### config.mk
export PLATFORM = sky130hd
export DESIGN_NAME = color_ramp_gradient_map_flat
export DESIGN_NICKNAME = d
export VERILOG_FILES = /design/src/crg_pkg.sv /design/src/crg_in_if.sv /design/src/crg_out_if.sv /design/src/color_ramp_gradient_map.sv /design/src/crg_datapath.sv /design/src/crg_ctrl.sv /design/src/flat_wrapper.sv
export SDC_FILE = /design/constraint.sdc
export NUM_CORES = 2
export LEC_CHECK = 0
export BUFFER_PORTS_ARGS = -buffer_cell sky130_fd_sc_hd__buf_2
export CORE_ASPECT_RATIO = 0.6
export CORE_MARGIN = 2
export CORE_UTILIZATION = 57
export CTS_BUF_LIST = sky130_fd_sc_hd__clkbuf_4 sky130_fd_sc_hd__clkbuf_8 sky130_fd_sc_hd__clkbuf_16
export CTS_CLUSTER_DIAMETER = 80
export CTS_CLUSTER_SIZE = 12
export DETAILED_ROUTE_END_ITERATION = 7
export PLACE_DENSITY = 0.78
export REMOVE_ABC_BUFFERS = 1
export SLEW_MARGIN = 30
export SYNTH_ARGS = -nofsm -noshare
export SYNTH_HDL_FRONTEND = slang
export SYNTH_SLANG_ARGS = --single-unit
### constraint.sdc
create_clock -name clk -period 9.3 [get_ports clk]
set_clock_uncertainty 0.05 [all_clocks]
set_input_delay 0.465 -clock clk [delete_from_list [all_inputs] [get_ports clk]]
set_output_delay 0.465 -clock clk [all_outputs]
set_load 0.01 [all_outputs]
### src/crg_pkg.sv
// ----------------------------------------------------------------------------
// Color ramp gradient map package
// Shared constants, codes and the controller and datapath handshake types.
// ----------------------------------------------------------------------------
`default_nettype none
package crg_pkg;
  localparam int CHANNEL_BITS = 16;
  localparam int MAX_STOPS_DEF = 8;
  localparam int CNT_BITS = 4;
  localparam int STEP_BITS = 5;
  localparam int DIV_STEPS = 16;
  localparam int BLEND_STEPS = 7;
  localparam int GRAY_STEPS = 4;

  localparam logic [16:0] ONE_Q = 17'h10000;

  localparam logic OP_LOAD = 1'b0;
  localparam logic OP_SHADE = 1'b1;

  localparam logic [2:0] REG_STOP_COUNT = 3'd0;
  localparam logic [2:0] REG_START_COLOR = 3'd1;
  localparam logic [2:0] REG_END_COLOR = 3'd2;
  localparam logic [2:0] REG_GRAY_WEIGHTS = 3'd3;
  localparam logic [2:0] REG_INTERP_LINEAR = 3'd4;

  localparam logic [3:0] RST_STOP_COUNT = 4'd1;
  localparam logic [47:0] RST_START_COLOR = 48'h0;
  localparam logic [47:0] RST_END_COLOR = 48'hFFFF_FFFF_FFFF;
  localparam logic [47:0] RST_GRAY_WEIGHTS = 48'd80264863701617;
  localparam logic RST_INTERP_LINEAR = 1'b1;

  typedef struct packed {
    logic in_ready;
    logic accept;
    logic gray_step;
    logic srch_rd;
    logic srch_cmp;
    logic div_init;
    logic div_step;
    logic blend_step;
    logic out_load;
    logic [STEP_BITS-1:0] cnt;
  } cmd_t;

  typedef struct packed {
    logic in_valid;
    logic in_pixel;
    logic srch_end;
    logic srch_hit;
    logic fac_trivial;
    logic out_full;
  } sts_t;
endpackage
`default_nettype wire

### src/crg_in_if.sv
// ----------------------------------------------------------------------------
// Color ramp input channel
// Carries one load or shade request with valid and ready.
// ----------------------------------------------------------------------------
`default_nettype none
interface crg_in_if;
  logic valid;
  logic ready;
  logic opcode;
  logic [2:0] stop_index;
  logic [15:0] stop_position;
  logic [15:0] red;
  logic [15:0] green;
  logic [15:0] blue;
  modport source (output valid, opcode, stop_index, stop_position, red, green, blue,
                  input ready);
  modport sink (input valid, opcode, stop_index, stop_position, red, green, blue,
                output ready);
endinterface
`default_nettype wire

### src/crg_out_if.sv
// ----------------------------------------------------------------------------
// Color ramp output channel
// Carries one mapped pixel request with valid and ready.
// ----------------------------------------------------------------------------
`default_nettype none
interface crg_out_if;
  logic valid;
  logic ready;
  logic [15:0] out_red;
  logic [15:0] out_green;
  logic [15:0] out_blue;
  logic [15:0] gray_level;
  logic [3:0] segment;
  modport source (output valid, out_red, out_green, out_blue, gray_level, segment,
                  input ready);
  modport sink (input valid, out_red, out_green, out_blue, gray_level, segment,
                output ready);
endinterface
`default_nettype wire

### src/color_ramp_gradient_map.sv
// ----------------------------------------------------------------------------
// Color ramp gradient map
// Maps each pixel through its gray level onto a ramp of up to MAX_STOPS stops.
// ----------------------------------------------------------------------------
// A load request writes one stop. A shade request computes the gray level
// on the shared multiplier, reads stops from the stop memory until one lies
// above the gray level or no active stop is left, sets up the blend factor,
// runs the bit-serial divider (skipped when the factor is fixed at zero or
// one), blends on the same multiplier and loads the output register, waiting
// while a result is still held there. One request is in work at a time; the
// next one is accepted in the cycle after the result is loaded, and a
// finished result waits in the output register.
`default_nettype none
module color_ramp_gradient_map #(
  parameter int MAX_STOPS = crg_pkg::MAX_STOPS_DEF
) (
  input  wire logic clk,
  input  wire logic rst,
  input  wire logic cfg_we,
  input  wire logic [2:0] cfg_index,
  input  wire logic [47:0] cfg_data,
  crg_in_if.sink in,
  crg_out_if.source out
);
  crg_pkg::cmd_t cmd;
  crg_pkg::sts_t sts;

  crg_ctrl u_ctrl (
    .clk(clk),
    .rst(rst),
    .sts(sts),
    .cmd(cmd)
  );

  crg_datapath #(.MAX_STOPS(MAX_STOPS)) u_datapath (
    .clk(clk),
    .rst(rst),
    .cfg_we(cfg_we),
    .cfg_index(cfg_index),
    .cfg_data(cfg_data),
    .in(in),
    .out(out),
    .cmd(cmd),
    .sts(sts)
  );
endmodule
`default_nettype wire

### src/crg_datapath.sv
// ----------------------------------------------------------------------------
// Color ramp datapath
// Configuration, stop memory, shared multiplier, search, divider and output.
// ----------------------------------------------------------------------------
`default_nettype none
module crg_datapath #(
  parameter int MAX_STOPS = crg_pkg::MAX_STOPS_DEF
) (
  input  wire logic clk,
  input  wire logic rst,
  input  wire logic cfg_we,
  input  wire logic [2:0] cfg_index,
  input  wire logic [47:0] cfg_data,
  crg_in_if.sink in,
  crg_out_if.source out,
  input  wire crg_pkg::cmd_t cmd,
  output crg_pkg::sts_t sts
);
  localparam int AW = (MAX_STOPS > 1) ? $clog2(MAX_STOPS) : 1;

  logic [3:0] stop_count;
  logic [47:0] start_color;
  logic [47:0] end_color;
  logic [47:0] gray_weights;
  logic interp_linear;

  logic [63:0] stops [MAX_STOPS];
  logic [63:0] rd_q;
  logic [15:0] px [3];
  logic [15:0] gray;
  logic [3:0] idx;
  logic [16:0] low_pos;
  logic [47:0] low_col;
  logic [16:0] high_pos;
  logic [47:0] high_col;
  logic [16:0] rem;
  logic [16:0] den;
  logic [16:0] fac;
  logic [32:0] prod;
  logic [33:0] acc;
  logic [15:0] res [3];
  logic out_valid;

  logic [3:0] count_sat;
  logic [16:0] mul_a;
  logic [15:0] mul_b;
  logic [33:0] gsum;
  logic [17:0] gshift;
  logic [33:0] bsum;
  logic [17:0] rem2;
  logic [4:0] bp;
  logic [1:0] bj;
  logic [1:0] gk;
  logic [47:0] rd_col;

  assign count_sat = (32'(stop_count) > MAX_STOPS) ? 4'(MAX_STOPS) : stop_count;
  assign rd_col = rd_q[47:0];

  always_ff @(posedge clk) begin
    if (rst) begin
      stop_count <= crg_pkg::RST_STOP_COUNT;
      start_color <= crg_pkg::RST_START_COLOR;
      end_color <= crg_pkg::RST_END_COLOR;
      gray_weights <= crg_pkg::RST_GRAY_WEIGHTS;
      interp_linear <= crg_pkg::RST_INTERP_LINEAR;
    end else if (cfg_we) begin
      unique case (cfg_index)
        crg_pkg::REG_STOP_COUNT: stop_count <= cfg_data[3:0];
        crg_pkg::REG_START_COLOR: start_color <= cfg_data;
        crg_pkg::REG_END_COLOR: end_color <= cfg_data;
        crg_pkg::REG_GRAY_WEIGHTS: gray_weights <= cfg_data;
        crg_pkg::REG_INTERP_LINEAR: interp_linear <= cfg_data[0];
        default: ;
      endcase
    end
  end

  always_ff @(posedge clk) begin
    if (cmd.accept && in.opcode == crg_pkg::OP_LOAD && 32'(in.stop_index) < MAX_STOPS) begin
      stops[AW'(in.stop_index)] <= {in.stop_position, in.red, in.green, in.blue};
    end
    if (cmd.srch_rd) begin
      rd_q <= stops[AW'(idx)];
    end
  end

  assign gk = cmd.cnt[1:0];
  assign bj = 2'(cmd.cnt >> 1);
  assign bp = cmd.cnt - 5'd1;

  always_comb begin
    mul_a = '0;
    mul_b = '0;
    if (cmd.gray_step) begin
      unique case (gk)
        2'd0: begin mul_a = {1'b0, gray_weights[47:32]}; mul_b = px[0]; end
        2'd1: begin mul_a = {1'b0, gray_weights[31:16]}; mul_b = px[1]; end
        default: begin mul_a = {1'b0, gray_weights[15:0]}; mul_b = px[2]; end
      endcase
    end else begin
      unique case ({bj, cmd.cnt[0]})
        3'b000: begin mul_a = crg_pkg::ONE_Q - fac; mul_b = low_col[47:32]; end
        3'b001: begin mul_a = fac; mul_b = high_col[47:32]; end
        3'b010: begin mul_a = crg_pkg::ONE_Q - fac; mul_b = low_col[31:16]; end
        3'b011: begin mul_a = fac; mul_b = high_col[31:16]; end
        3'b100: begin mul_a = crg_pkg::ONE_Q - fac; mul_b = low_col[15:0]; end
        3'b101: begin mul_a = fac; mul_b = high_col[15:0]; end
        default: ;
      endcase
    end
  end

  assign gsum = acc + {1'b0, prod};
  assign gshift = gsum[33:16];
  assign bsum = acc + {1'b0, prod};
  assign rem2 = {rem, 1'b0};

  always_ff @(posedge clk) begin
    if (cmd.accept) begin
      px[0] <= in.red;
      px[1] <= in.green;
      px[2] <= in.blue;
      idx <= '0;
      low_pos <= '0;
      low_col <= start_color;
      high_pos <= crg_pkg::ONE_Q;
      high_col <= end_color;
    end
    if (cmd.gray_step || cmd.blend_step) begin
      prod <= mul_a * {1'b0, mul_b};
    end
    if (cmd.gray_step) begin
      unique case (gk)
        2'd1: acc <= {1'b0, prod};
        2'd2: acc <= gsum;
        2'd3: gray <= (gshift > 18'h0FFFF) ? 16'hFFFF : gshift[15:0];
        default: ;
      endcase
    end
    if (cmd.srch_cmp) begin
      if (sts.srch_hit) begin
        high_pos <= {1'b0, rd_q[63:48]};
        high_col <= rd_col;
      end else begin
        low_pos <= {1'b0, rd_q[63:48]};
        low_col <= rd_col;
        idx <= idx + 4'd1;
      end
    end
    if (cmd.div_init) begin
      fac <= (high_pos <= low_pos) ? crg_pkg::ONE_Q : 17'd0;
      rem <= {1'b0, gray} - low_pos;
      den <= high_pos - low_pos;
    end
    if (cmd.div_step) begin
      if (rem2 >= {1'b0, den}) begin
        rem <= 17'(rem2 - {1'b0, den});
        fac <= {fac[15:0], 1'b1};
      end else begin
        rem <= rem2[16:0];
        fac <= {fac[15:0], 1'b0};
      end
    end
    if (cmd.blend_step && cmd.cnt != '0) begin
      if (!bp[0]) begin
        acc <= {1'b0, prod};
      end else begin
        res[2'(bp >> 1)] <= bsum[31:16];
      end
    end
  end

  always_ff @(posedge clk) begin
    if (rst) begin
      out_valid <= 1'b0;
    end else if (cmd.out_load) begin
      out_valid <= 1'b1;
    end else if (out.ready) begin
      out_valid <= 1'b0;
    end
  end

  always_ff @(posedge clk) begin
    if (cmd.out_load) begin
      out.out_red <= interp_linear ? res[0] : gray;
      out.out_green <= interp_linear ? res[1] : gray;
      out.out_blue <= interp_linear ? res[2] : gray;
      out.gray_level <= gray;
      out.segment <= idx;
    end
  end

  assign out.valid = out_valid;
  assign in.ready = cmd.in_ready;

  assign sts.in_valid = in.valid;
  assign sts.in_pixel = (in.opcode == crg_pkg::OP_SHADE);
  assign sts.srch_end = (idx == count_sat);
  assign sts.srch_hit = ({1'b0, gray} < {1'b0, rd_q[63:48]});
  assign sts.fac_trivial = (high_pos <= low_pos) || ({1'b0, gray} <= low_pos);
  assign sts.out_full = out_valid && !out.ready;
endmodule
`default_nettype wire

### src/crg_ctrl.sv
// ----------------------------------------------------------------------------
// Color ramp controller
// Sequences gray level, stop search, division, blend and output per request.
// ----------------------------------------------------------------------------
`default_nettype none
module crg_ctrl (
  input  wire logic clk,
  input  wire logic rst,
  input  wire crg_pkg::sts_t sts,
  output crg_pkg::cmd_t cmd
);
  localparam logic [2:0] S_IDLE = 3'd0;
  localparam logic [2:0] S_GRAY = 3'd1;
  localparam logic [2:0] S_SRCH = 3'd2;
  localparam logic [2:0] S_CMP = 3'd3;
  localparam logic [2:0] S_DIVI = 3'd4;
  localparam logic [2:0] S_DIV = 3'd5;
  localparam logic [2:0] S_BLEND = 3'd6;
  localparam logic [2:0] S_OUT = 3'd7;

  logic [2:0] state;
  logic [2:0] state_next;
  logic [crg_pkg::STEP_BITS-1:0] cnt;
  logic [crg_pkg::STEP_BITS-1:0] cnt_next;

  always_comb begin
    cmd = '0;
    cmd.cnt = cnt;
    state_next = state;
    cnt_next = cnt;
    unique case (state)
      S_IDLE: begin
        cmd.in_ready = 1'b1;
        if (sts.in_valid) begin
          cmd.accept = 1'b1;
          cnt_next = '0;
          if (sts.in_pixel) state_next = S_GRAY;
        end
      end
      S_GRAY: begin
        cmd.gray_step = 1'b1;
        cnt_next = cnt + crg_pkg::STEP_BITS'(1);
        if (cnt == crg_pkg::STEP_BITS'(crg_pkg::GRAY_STEPS - 1)) state_next = S_SRCH;
      end
      S_SRCH: begin
        if (sts.srch_end) begin
          state_next = S_DIVI;
        end else begin
          cmd.srch_rd = 1'b1;
          state_next = S_CMP;
        end
      end
      S_CMP: begin
        cmd.srch_cmp = 1'b1;
        state_next = sts.srch_hit ? S_DIVI : S_SRCH;
      end
      S_DIVI: begin
        cmd.div_init = 1'b1;
        cnt_next = '0;
        state_next = sts.fac_trivial ? S_BLEND : S_DIV;
      end
      S_DIV: begin
        cmd.div_step = 1'b1;
        cnt_next = cnt + crg_pkg::STEP_BITS'(1);
        if (cnt == crg_pkg::STEP_BITS'(crg_pkg::DIV_STEPS - 1)) begin
          cnt_next = '0;
          state_next = S_BLEND;
        end
      end
      S_BLEND: begin
        cmd.blend_step = 1'b1;
        cnt_next = cnt + crg_pkg::STEP_BITS'(1);
        if (cnt == crg_pkg::STEP_BITS'(crg_pkg::BLEND_STEPS - 1)) state_next = S_OUT;
      end
      S_OUT: begin
        if (!sts.out_full) begin
          cmd.out_load = 1'b1;
          state_next = S_IDLE;
        end
      end
      default: state_next = S_IDLE;
    endcase
  end

  always_ff @(posedge clk) begin
    if (rst) begin
      state <= S_IDLE;
      cnt <= '0;
    end else begin
      state <= state_next;
      cnt <= cnt_next;
    end
  end

`ifndef SYNTHESIS
  a_load_free: assert property (@(posedge clk) disable iff (rst)
    cmd.out_load |-> !sts.out_full) else $error("result loaded over a held result");
  a_div_len: assert property (@(posedge clk) disable iff (rst)
    (state == S_DIV && cnt == crg_pkg::STEP_BITS'(crg_pkg::DIV_STEPS - 1))
    |=> state == S_BLEND) else $error("division did not end after its last step");
  a_pixel_start: assert property (@(posedge clk) disable iff (rst)
    (cmd.accept && sts.in_pixel) |=> (state == S_GRAY && cnt == '0))
    else $error("accepted pixel did not start the gray level");
`endif
endmodule
`default_nettype wire
### src/flat_wrapper.sv
// flat-port wrapper written by rule: the top's interface ports become plain ports
module color_ramp_gradient_map_flat 
#(
  parameter int MAX_STOPS = crg_pkg::MAX_STOPS_DEF
)
  (clk, rst, cfg_we, cfg_index, cfg_data, in_valid, in_opcode, in_stop_index, in_stop_position, in_red, in_green, in_blue, in_ready, out_valid, out_out_red, out_out_green, out_out_blue, out_gray_level, out_segment, out_ready);
  crg_in_if in_i ();
  crg_out_if out_i ();
  input  wire logic clk;
  input  wire logic rst;
  input  wire logic cfg_we;
  input  wire logic [2:0] cfg_index;
  input  wire logic [47:0] cfg_data;
  input wire logic [$bits(in_i.valid)-1:0] in_valid;
  input wire logic [$bits(in_i.opcode)-1:0] in_opcode;
  input wire logic [$bits(in_i.stop_index)-1:0] in_stop_index;
  input wire logic [$bits(in_i.stop_position)-1:0] in_stop_position;
  input wire logic [$bits(in_i.red)-1:0] in_red;
  input wire logic [$bits(in_i.green)-1:0] in_green;
  input wire logic [$bits(in_i.blue)-1:0] in_blue;
  output wire logic [$bits(in_i.ready)-1:0] in_ready;
  output wire logic [$bits(out_i.valid)-1:0] out_valid;
  output wire logic [$bits(out_i.out_red)-1:0] out_out_red;
  output wire logic [$bits(out_i.out_green)-1:0] out_out_green;
  output wire logic [$bits(out_i.out_blue)-1:0] out_out_blue;
  output wire logic [$bits(out_i.gray_level)-1:0] out_gray_level;
  output wire logic [$bits(out_i.segment)-1:0] out_segment;
  input wire logic [$bits(out_i.ready)-1:0] out_ready;
  assign in_i.valid = in_valid;
  assign in_i.opcode = in_opcode;
  assign in_i.stop_index = in_stop_index;
  assign in_i.stop_position = in_stop_position;
  assign in_i.red = in_red;
  assign in_i.green = in_green;
  assign in_i.blue = in_blue;
  assign in_ready = in_i.ready;
  assign out_valid = out_i.valid;
  assign out_out_red = out_i.out_red;
  assign out_out_green = out_i.out_green;
  assign out_out_blue = out_i.out_blue;
  assign out_gray_level = out_i.gray_level;
  assign out_segment = out_i.segment;
  assign out_i.ready = out_ready;
  color_ramp_gradient_map #(.MAX_STOPS(MAX_STOPS)) u_core (.clk(clk), .rst(rst), .cfg_we(cfg_we), .cfg_index(cfg_index), .cfg_data(cfg_data), .in(in_i), .out(out_i));
endmodule
== Yosys cells after proc, flatten, opt, wreduce, memory -nomap -nowiden ==
Memory sizes are Yosys's and may differ from the RTL's. A register that Yosys moved wholly into a read port is not among the register bits.
Cells that the tools add are included.

* Flip-flop bits (word level): 494
* Bits in read-only memories: 0
* Logic and storage cells: 166
* Memories kept: 3
* Memory bits (writable): 608
* Input bits: 124
* Latch bits: 0

{| class="wikitable"
|+ Memories
! name !! words !! width !! read ports !! clocked after Yosys merged registers in !! wr ports !! RTL line !! source
|-
| u_core.u_datapath.stops || 8 || 64 || 1 || 1 || 1 || crg_datapath.sv:27 || <nowiki>logic [63:0] stops [MAX_STOPS];</nowiki>
|-
| u_core.u_datapath.px || 3 || 16 || 3 || 0 || 3 || crg_datapath.sv:29 || <nowiki>logic [15:0] px [3];</nowiki>
|-
| u_core.u_datapath.res || 3 || 16 || 3 || 0 || 1 || crg_datapath.sv:41 || <nowiki>logic [15:0] res [3];</nowiki>
|}

* Muxes and demuxes: 69
* Shift operators: 0
* $lt $le $gt $ge: 6
* Bitwise logic cells: 1
* $mul: 1
* Equality and inequality tests: 29
* Divide/modulo/power cells: 0
* Add/subtract/negate cells: 8
* Reduce and logical (&&, ||, !) cells: 25

{| class="wikitable"
|+ Operator list
! operator !! count
|-
| two-way mux 48 bit || 6
|-
| two-way mux 17 bit || 13
|-
| two-way mux 34 bit || 3
|-
| case mux 16 bit (6 select lines) || 1
|-
| case mux 34 bit (2 select lines) || 1
|-
| two-way mux 16 bit || 4
|-
| case mux 16 bit (2 select lines) || 2
|-
| adder 34 x 33 -> 34 bit || 1
|-
| case mux 17 bit (2 select lines) || 1
|-
| subtractor 17 bit || 2
|-
| multiplier 17 x 16 -> 33 bit || 1
|-
| two-way mux 3 bit || 8
|-
| case mux 3 bit (8 select lines) || 1
|-
| == test 3 bit, second input constant || 7
|-
| two-way mux 1 bit || 20
|-
| case mux 5 bit (4 select lines) || 1
|-
| == test 3 x 2 -> 1 bit, second input constant || 6
|-
| greater-or-equal comparator 18 x 17 -> 1 bit || 1
|-
| > comparator 18 x 16 -> 1 bit, second input constant || 1
|-
| <= comparator 16 x 17 -> 1 bit || 1
|-
| <= comparator 17 bit || 1
|-
| subtractor 16 x 17 -> 17 bit || 1
|-
| subtractor 17 bit, first input constant || 1
|-
| < comparator 16 bit || 1
|-
| other kinds (28) || 54
|}

== Longest topological paths before layout ==
* Depth after elaboration: 5
* Gate-level depth with buffers: 34
* Mapped depth without buffers: 31

== Cells and area by module ==
Synthesis repeated with hierarchy kept, for this count alone.

* Cell total of the unflattened synthesis: 4721
* Area total of the unflattened synthesis: 57890.5 sq um

{| class="wikitable"
|+ By module, submodules not included
! module !! times used !! cells an instance !! area each (sq um)
|-
| crg_datapath || 1 || 4631 || 57171.1
|-
| crg_ctrl || 1 || 90 || 719.4
|}

== Worst setup path before layout ==
Ideal clock, no wire load.

* Path kind: register to register
* Start: register u_core.u_ctrl.state[2]
* End: memory u_core.u_datapath.stops[4][0], enable pin
* Path slack: -0.474 ns
* Arrival time: 9.073 ns
* Library setup time: 0.651 ns
* Cell stages (with the launch flop): 8
* Path buffers: 2
* Clock period less this slack: 9.774 ns
* Cell sequence: dfxtp_1 > clkbuf_1 > nor3_1 > nand2_1 > inv_2 > buf_1 > nand2_1 > nor4_1

{| class="wikitable"
|+ RTL lines
! what !! RTL line !! source
|-
| start: declaration || crg_ctrl.sv:21 || <nowiki>logic [2:0] state;</nowiki>
|-
| start signal: assignment || crg_ctrl.sv:90 || <nowiki>state <= state_next;</nowiki>
|-
| end: declaration || crg_datapath.sv:27 ||
|}

== Worst setup path in the final report ==
* Start: register u_core.u_ctrl.cnt[0] (netlist name)
* End: register u_core.u_datapath.prod[31], data pin

* Longest elaborated chain between the ends: 5

{| class="wikitable"
|+ Ends and longest elaborated chain
! what !! RTL line !! source
|-
| start: declaration || crg_ctrl.sv:23 || <nowiki>logic [crg_pkg::STEP_BITS-1:0] cnt;</nowiki>
|-
| start signal: assignment || crg_ctrl.sv:91 || <nowiki>cnt <= cnt_next;</nowiki>
|-
| == test 3 bit (tied with other cells) || crg_datapath.sv:101 || <nowiki>unique case ({bj, cmd.cnt[0]})</nowiki>
|-
| OR reduction 3 bit (no source line) || n/a ||
|-
| case mux 17 bit (2 select lines) || crg_datapath.sv:101 ||
|-
| two-way mux 17 bit || crg_datapath.sv:94 || <nowiki>if (cmd.gray_step) begin</nowiki>
|-
| multiplier 17 x 16 -> 33 bit * || crg_datapath.sv:130 || <nowiki>prod <= mul_a * {1'b0, mul_b};</nowiki>
|-
| end signal: assignment || crg_datapath.sv:130 ||
|-
| end: declaration || crg_datapath.sv:39 || <nowiki>logic [32:0] prod;</nowiki>
|}

Mark *: on every way between the ends. The rest lies on a longest branch, timed or not.
A chain may end at the register's enable or synchronous reset.

==> reports/summary.md <==
After synthesis, the netlist uses 72 different library cells. Static timing analysis puts the maximum clock frequency at 0.113 GHz. The min-delay analysis places its worst path in the category in2reg.

The tools report the final hold violation count as 0. The number of buffers and inverters on the critical path is 6. The post-synthesis async set-or-reset flop share works out to 0%. The cell family contributing the most delay on the critical path is adder cells. In this run the tool buffered the top-level ports with 193 buffer cells. The filler cells instantiated in the layout total 7354. Counting tap cells, the placed design contains a total of 6155 instances. The logs give 5208 for the starting DRC count in detailed routing and 0 for the max capacitance violation total. The run gives 0 as the number of setup violations in the final report.

The final critical path time including I/O delays and setup is 8.87 ns, and the average size of a mapped cell is 12.1 um^2. The library cell used as clock root buffer was clkbuf_16. The final route contains 39.5k vias.

The peak per-stage delay on the critical path works out to 0.57 ns. The final max-slew violation count is 0. The footprint of the flip-flops and latches is 31800 um^2. For this configuration, the core starts out at a cell density of 57.3%. The smallest setup slack after layout is 0.431 ns, and the count of TritonRoute iterations in the first routing pass is 8. The die boundary height is 250 um, and the gate count of the mapped netlist is 4751. The required time of the critical path was 9.72 ns. STA classifies the critical path endpoint as a register. For the final HPWL from detailed placement, the log shows 102000 um. The clock tree synthesis step divided the H-tree into 3 levels. Measured on the finished design, the core utilization comes to 64.8%. Data arrives at the worst endpoint at 9.29 ns.

Along the worst path, the maximum fanout reaches 15. The most numerous cell on the critical path is fa_1. Number of storage elements in the synthesis netlist: 1166.

The first global-routing pass estimated 236000 um of wire. In this run the count of I/O pins placed on the die edge is 194. Relative to the synthesized area, the layout overhead comes to 13.0%.

The floorplan core area came out at 100000 um^2. Yosys mapped a number of flops with a built-in enable equal to 840. Summed over all failing endpoints, the final setup total negative slack is 0 ns.

Setup repair after global routing left no endpoint under its margin. The global-route total usage across every layer came out at 29.9%. The total overflow left after global routing is 0. For this run, design rule violations remaining after detail routing come to 0. The run gives 5593 as the final-stage net count. Critical path's slowest cell: nor2_1. The tools report the maximum number of pins on one net before global-route repair as 98. The floorplan row count came out at 90. The number of buffers between clock root and the deepest sink is 3. The warning count from the yosys run came out at 0. The fraction of the cycle the final worst path needs was 95.4%; the number of buffers inserted during clock tree synthesis was 108. The run gives 38.8k as the via count of the first global-routing pass. TritonCTS built the clock tree. Cells with a size suffix above 1 make up 15.0% of the layout.

In this run the remaining antenna-violating nets after routing total 0. Clock-pin slew was measured on the worst setup and hold paths at 0.07 ns. The clock net in this run drives a total of 1166 sinks.

At the later pin of the worst-skew pair, clock insertion delay measures 0.74 ns. The tools report the number of standard cells in the final layout excluding fillers as 6470. The tools report the kind of start point of the critical path as a register. For the worst relative slew slack, the log shows 36.3%.

The path type of the worst setup path was reg2reg. Summing every instance area after synthesis gives 57500 um^2. Portion of the post-synthesis area used by sequential elements: 55.3%.

At the pin with the least slew margin, the transition time is 0.955 ns. The average wire length per cell after detail routing was 23.6 um; the number of antenna violations at the first check in global routing was 6. Summing all multi-input logic gate instances after layout gives 23600 um^2.

Using the TritonRoute via totals, the vias-per-cell ratio works out to 6.10. The flow ran to the end, and the final reports show no timing, DRC or antenna violations. The most used flip-flop cell after synthesis is edfxtp_1. Measured along the x axis, the die boundary spans 414 um. The placement-stage worst setup slack is 0.345 ns. The run gives 0.976 as the routability-driven placement congestion ratio.

For the full die area, the log shows 103000 um^2. For this block, the routed nets add up to 153000 um of wire.
logic make-up (layout without fill, tap and decap cells):
| group | after synthesis | count (layout) | share of synthesized area, % |
|---|---|---|---|
| compound gates | 843 | 843 | 9.38 |
| simple gates | 1365 | 1365 | 10.4 |
| flops | 1166 | 1166 | 55.3 |
| fa+ha+maj | 425 | 425 | 12.0 |
| mux | 265 | 265 | 7.57 |
| other cells | 0 | 4 | 0 |
| buf+inv | 586 | 967 | 3.86 |
| xor+xnor | 101 | 101 | 1.54 |
flip-flops by register name, indices dropped and copies added, names as in the netlist, 5 cells and up:
signal,count
u_core.u_ctrl.cnt,5
u_core.u_datapath.low_pos,17
u_core.u_datapath.out.out_green,16
u_core.u_datapath.gray_weights,48
u_core.u_datapath.stops,512
u_core.u_datapath.out.out_red,16
u_core.u_datapath.rem,17
u_core.u_datapath.start_color,48
u_core.u_datapath.out.out_blue,16
u_core.u_datapath.high_col,48
u_core.u_datapath.acc,34
u_core.u_datapath.end_color,48
u_core.u_datapath.px,48
u_core.u_datapath.out.gray_level,16
u_core.u_datapath.rd_q,64
u_core.u_datapath.den,17
u_core.u_datapath.high_pos,17
u_core.u_datapath.res,48
u_core.u_datapath.fac,17
u_core.u_datapath.prod,33
u_core.u_datapath.low_col,48
u_core.u_datapath.gray,16
cells in the final DEF (no fill, tap or decap), types with 48 or more instances in the layout:
cell type	synthesis	layout
a211o_1	54	54
a21o_1	57	57
a21oi_1	230	229
a22oi_1	48	48
a31oi_1	67	67
buf_2	4	192
buf_4	0	109
clkbuf_16	0	110
clkbuf_4	0	81
dfxtp_1	326	321
dlygate4sd3_1	0	112
edfxtp_1	840	840
fa_1	212	212
ha_1	213	211
inv_1	345	345
mux2_2	76	76
mux2i_1	61	61
mux4_2	128	128
nand2_1	753	752
nand3_1	56	55
nor2_1	265	257
nor2b_1	77	77
o21ai_0	197	196
xnor2_1	70	70
cell type report:
type	count	area share (%)
clock inverters	7	0.187
multi-input cells	2999	36.4
inverters	346	2.00
repair buffers	423	4.73
clock buffers	191	5.18
well taps	1334	2.57
flip-flops and latches	1166	48.9
diodes	4	0.0154
worst paths after layout:
kind | startpoint | end | slack [ns] | depth (start not counted)
setup / recovery | u_core.u_ctrl.cnt[0] | u_core.u_datapath.prod[31] | 0.43 | 29
hold / removal | cfg_index[2] | u_core.u_datapath.interp_linear | 0.08 | 4
setup reg to reg | u_core.u_ctrl.cnt[0] | u_core.u_datapath.prod[31] | 0.43 | 29
hold reg to reg | u_core.u_datapath.start_color[42] | u_core.u_datapath.start_color[42] | 0.41 | 2
layer usage:
metal,vias to the layer above,wire (um),track usage [%]
met5,-,13,0
met2,2100,67400,44.1
met4,2,3750,7.87
met1,19600,65700,45.2
li1,17500,-,-
met3,226,16200,6.26
per-stage QoR:
stage          hold WS [ns]  area (um^2)
6_report             0.0830        64900
5_1_grt              0.0962        64900
4_1_cts              0.0223        64900
3_5_place_dp          0.397        60300
3_3_place_gp          0.392        60200
2_1_floorplan         0.380        56500
worst reg2reg max path, delay by kind of cell (launching register included):
family | cells | cell delay (ns)
adder cells (fa/ha/maj) | 9 | 4.02
AO/OA/AOI/OAI | 8 | 1.84
AND/OR/NAND/NOR | 5 | 1.51
buffers and inverters | 6 | 0.66
flip-flops | 1 | 0.45
XOR/XNOR | 1 | 0.10
synth_stat cells, types with 6 or more instances:
library cell	number	share of area [%]
edfxtp_1	840	44
nand2_1	753	4.9
inv_1	345	2.3
dfxtp_1	326	11
nor2_1	265	1.7
a21oi_1	230	2.0
ha_1	213	4.6
fa_1	212	7.4
clkbuf_1	206	1.3
o21ai_0	197	1.7
mux4_2	128	5.0
nor2b_1	77	0.84
mux2_2	76	1.5
xnor2_1	70	1.1
a31oi_1	67	0.73
mux2i_1	61	1.1
a21o_1	57	0.74
nand3_1	56	0.49
a211o_1	54	0.82
a22oi_1	48	0.63
and2_1	43	0.47
nand2b_1	40	0.44
xor2_1	31	0.47
o21a_1	30	0.39
a221oi_1	28	0.43
buf_1	28	0.18
nor3_1	27	0.24
or3_1	22	0.24
nand3b_1	21	0.27
a22o_1	19	0.29
a211oi_1	17	0.22
and3_1	16	0.17
nand4_1	14	0.15
o211ai_1	12	0.16
o22ai_1	12	0.13
a222oi_1	8	0.14
or2_2	8	0.087
a221o_1	7	0.12
nor3b_1	7	0.091
o21ai_1	7	0.061
o21bai_1	6	0.078
what timing repair did:
| action | in CTS | in global routing |
|---|---|---|
| hold endpoints to repair | 698 | 0 |
| buffers inserted | 0 | 1 |
| hold buffers | 112 | 0 |
| resized for setup | 0 | 1 |
| setup endpoints to repair | 0 | 1 |
Power is not shown: default switching activity piles up to over one toggle a cycle in this logic, so the estimate is an artifact.
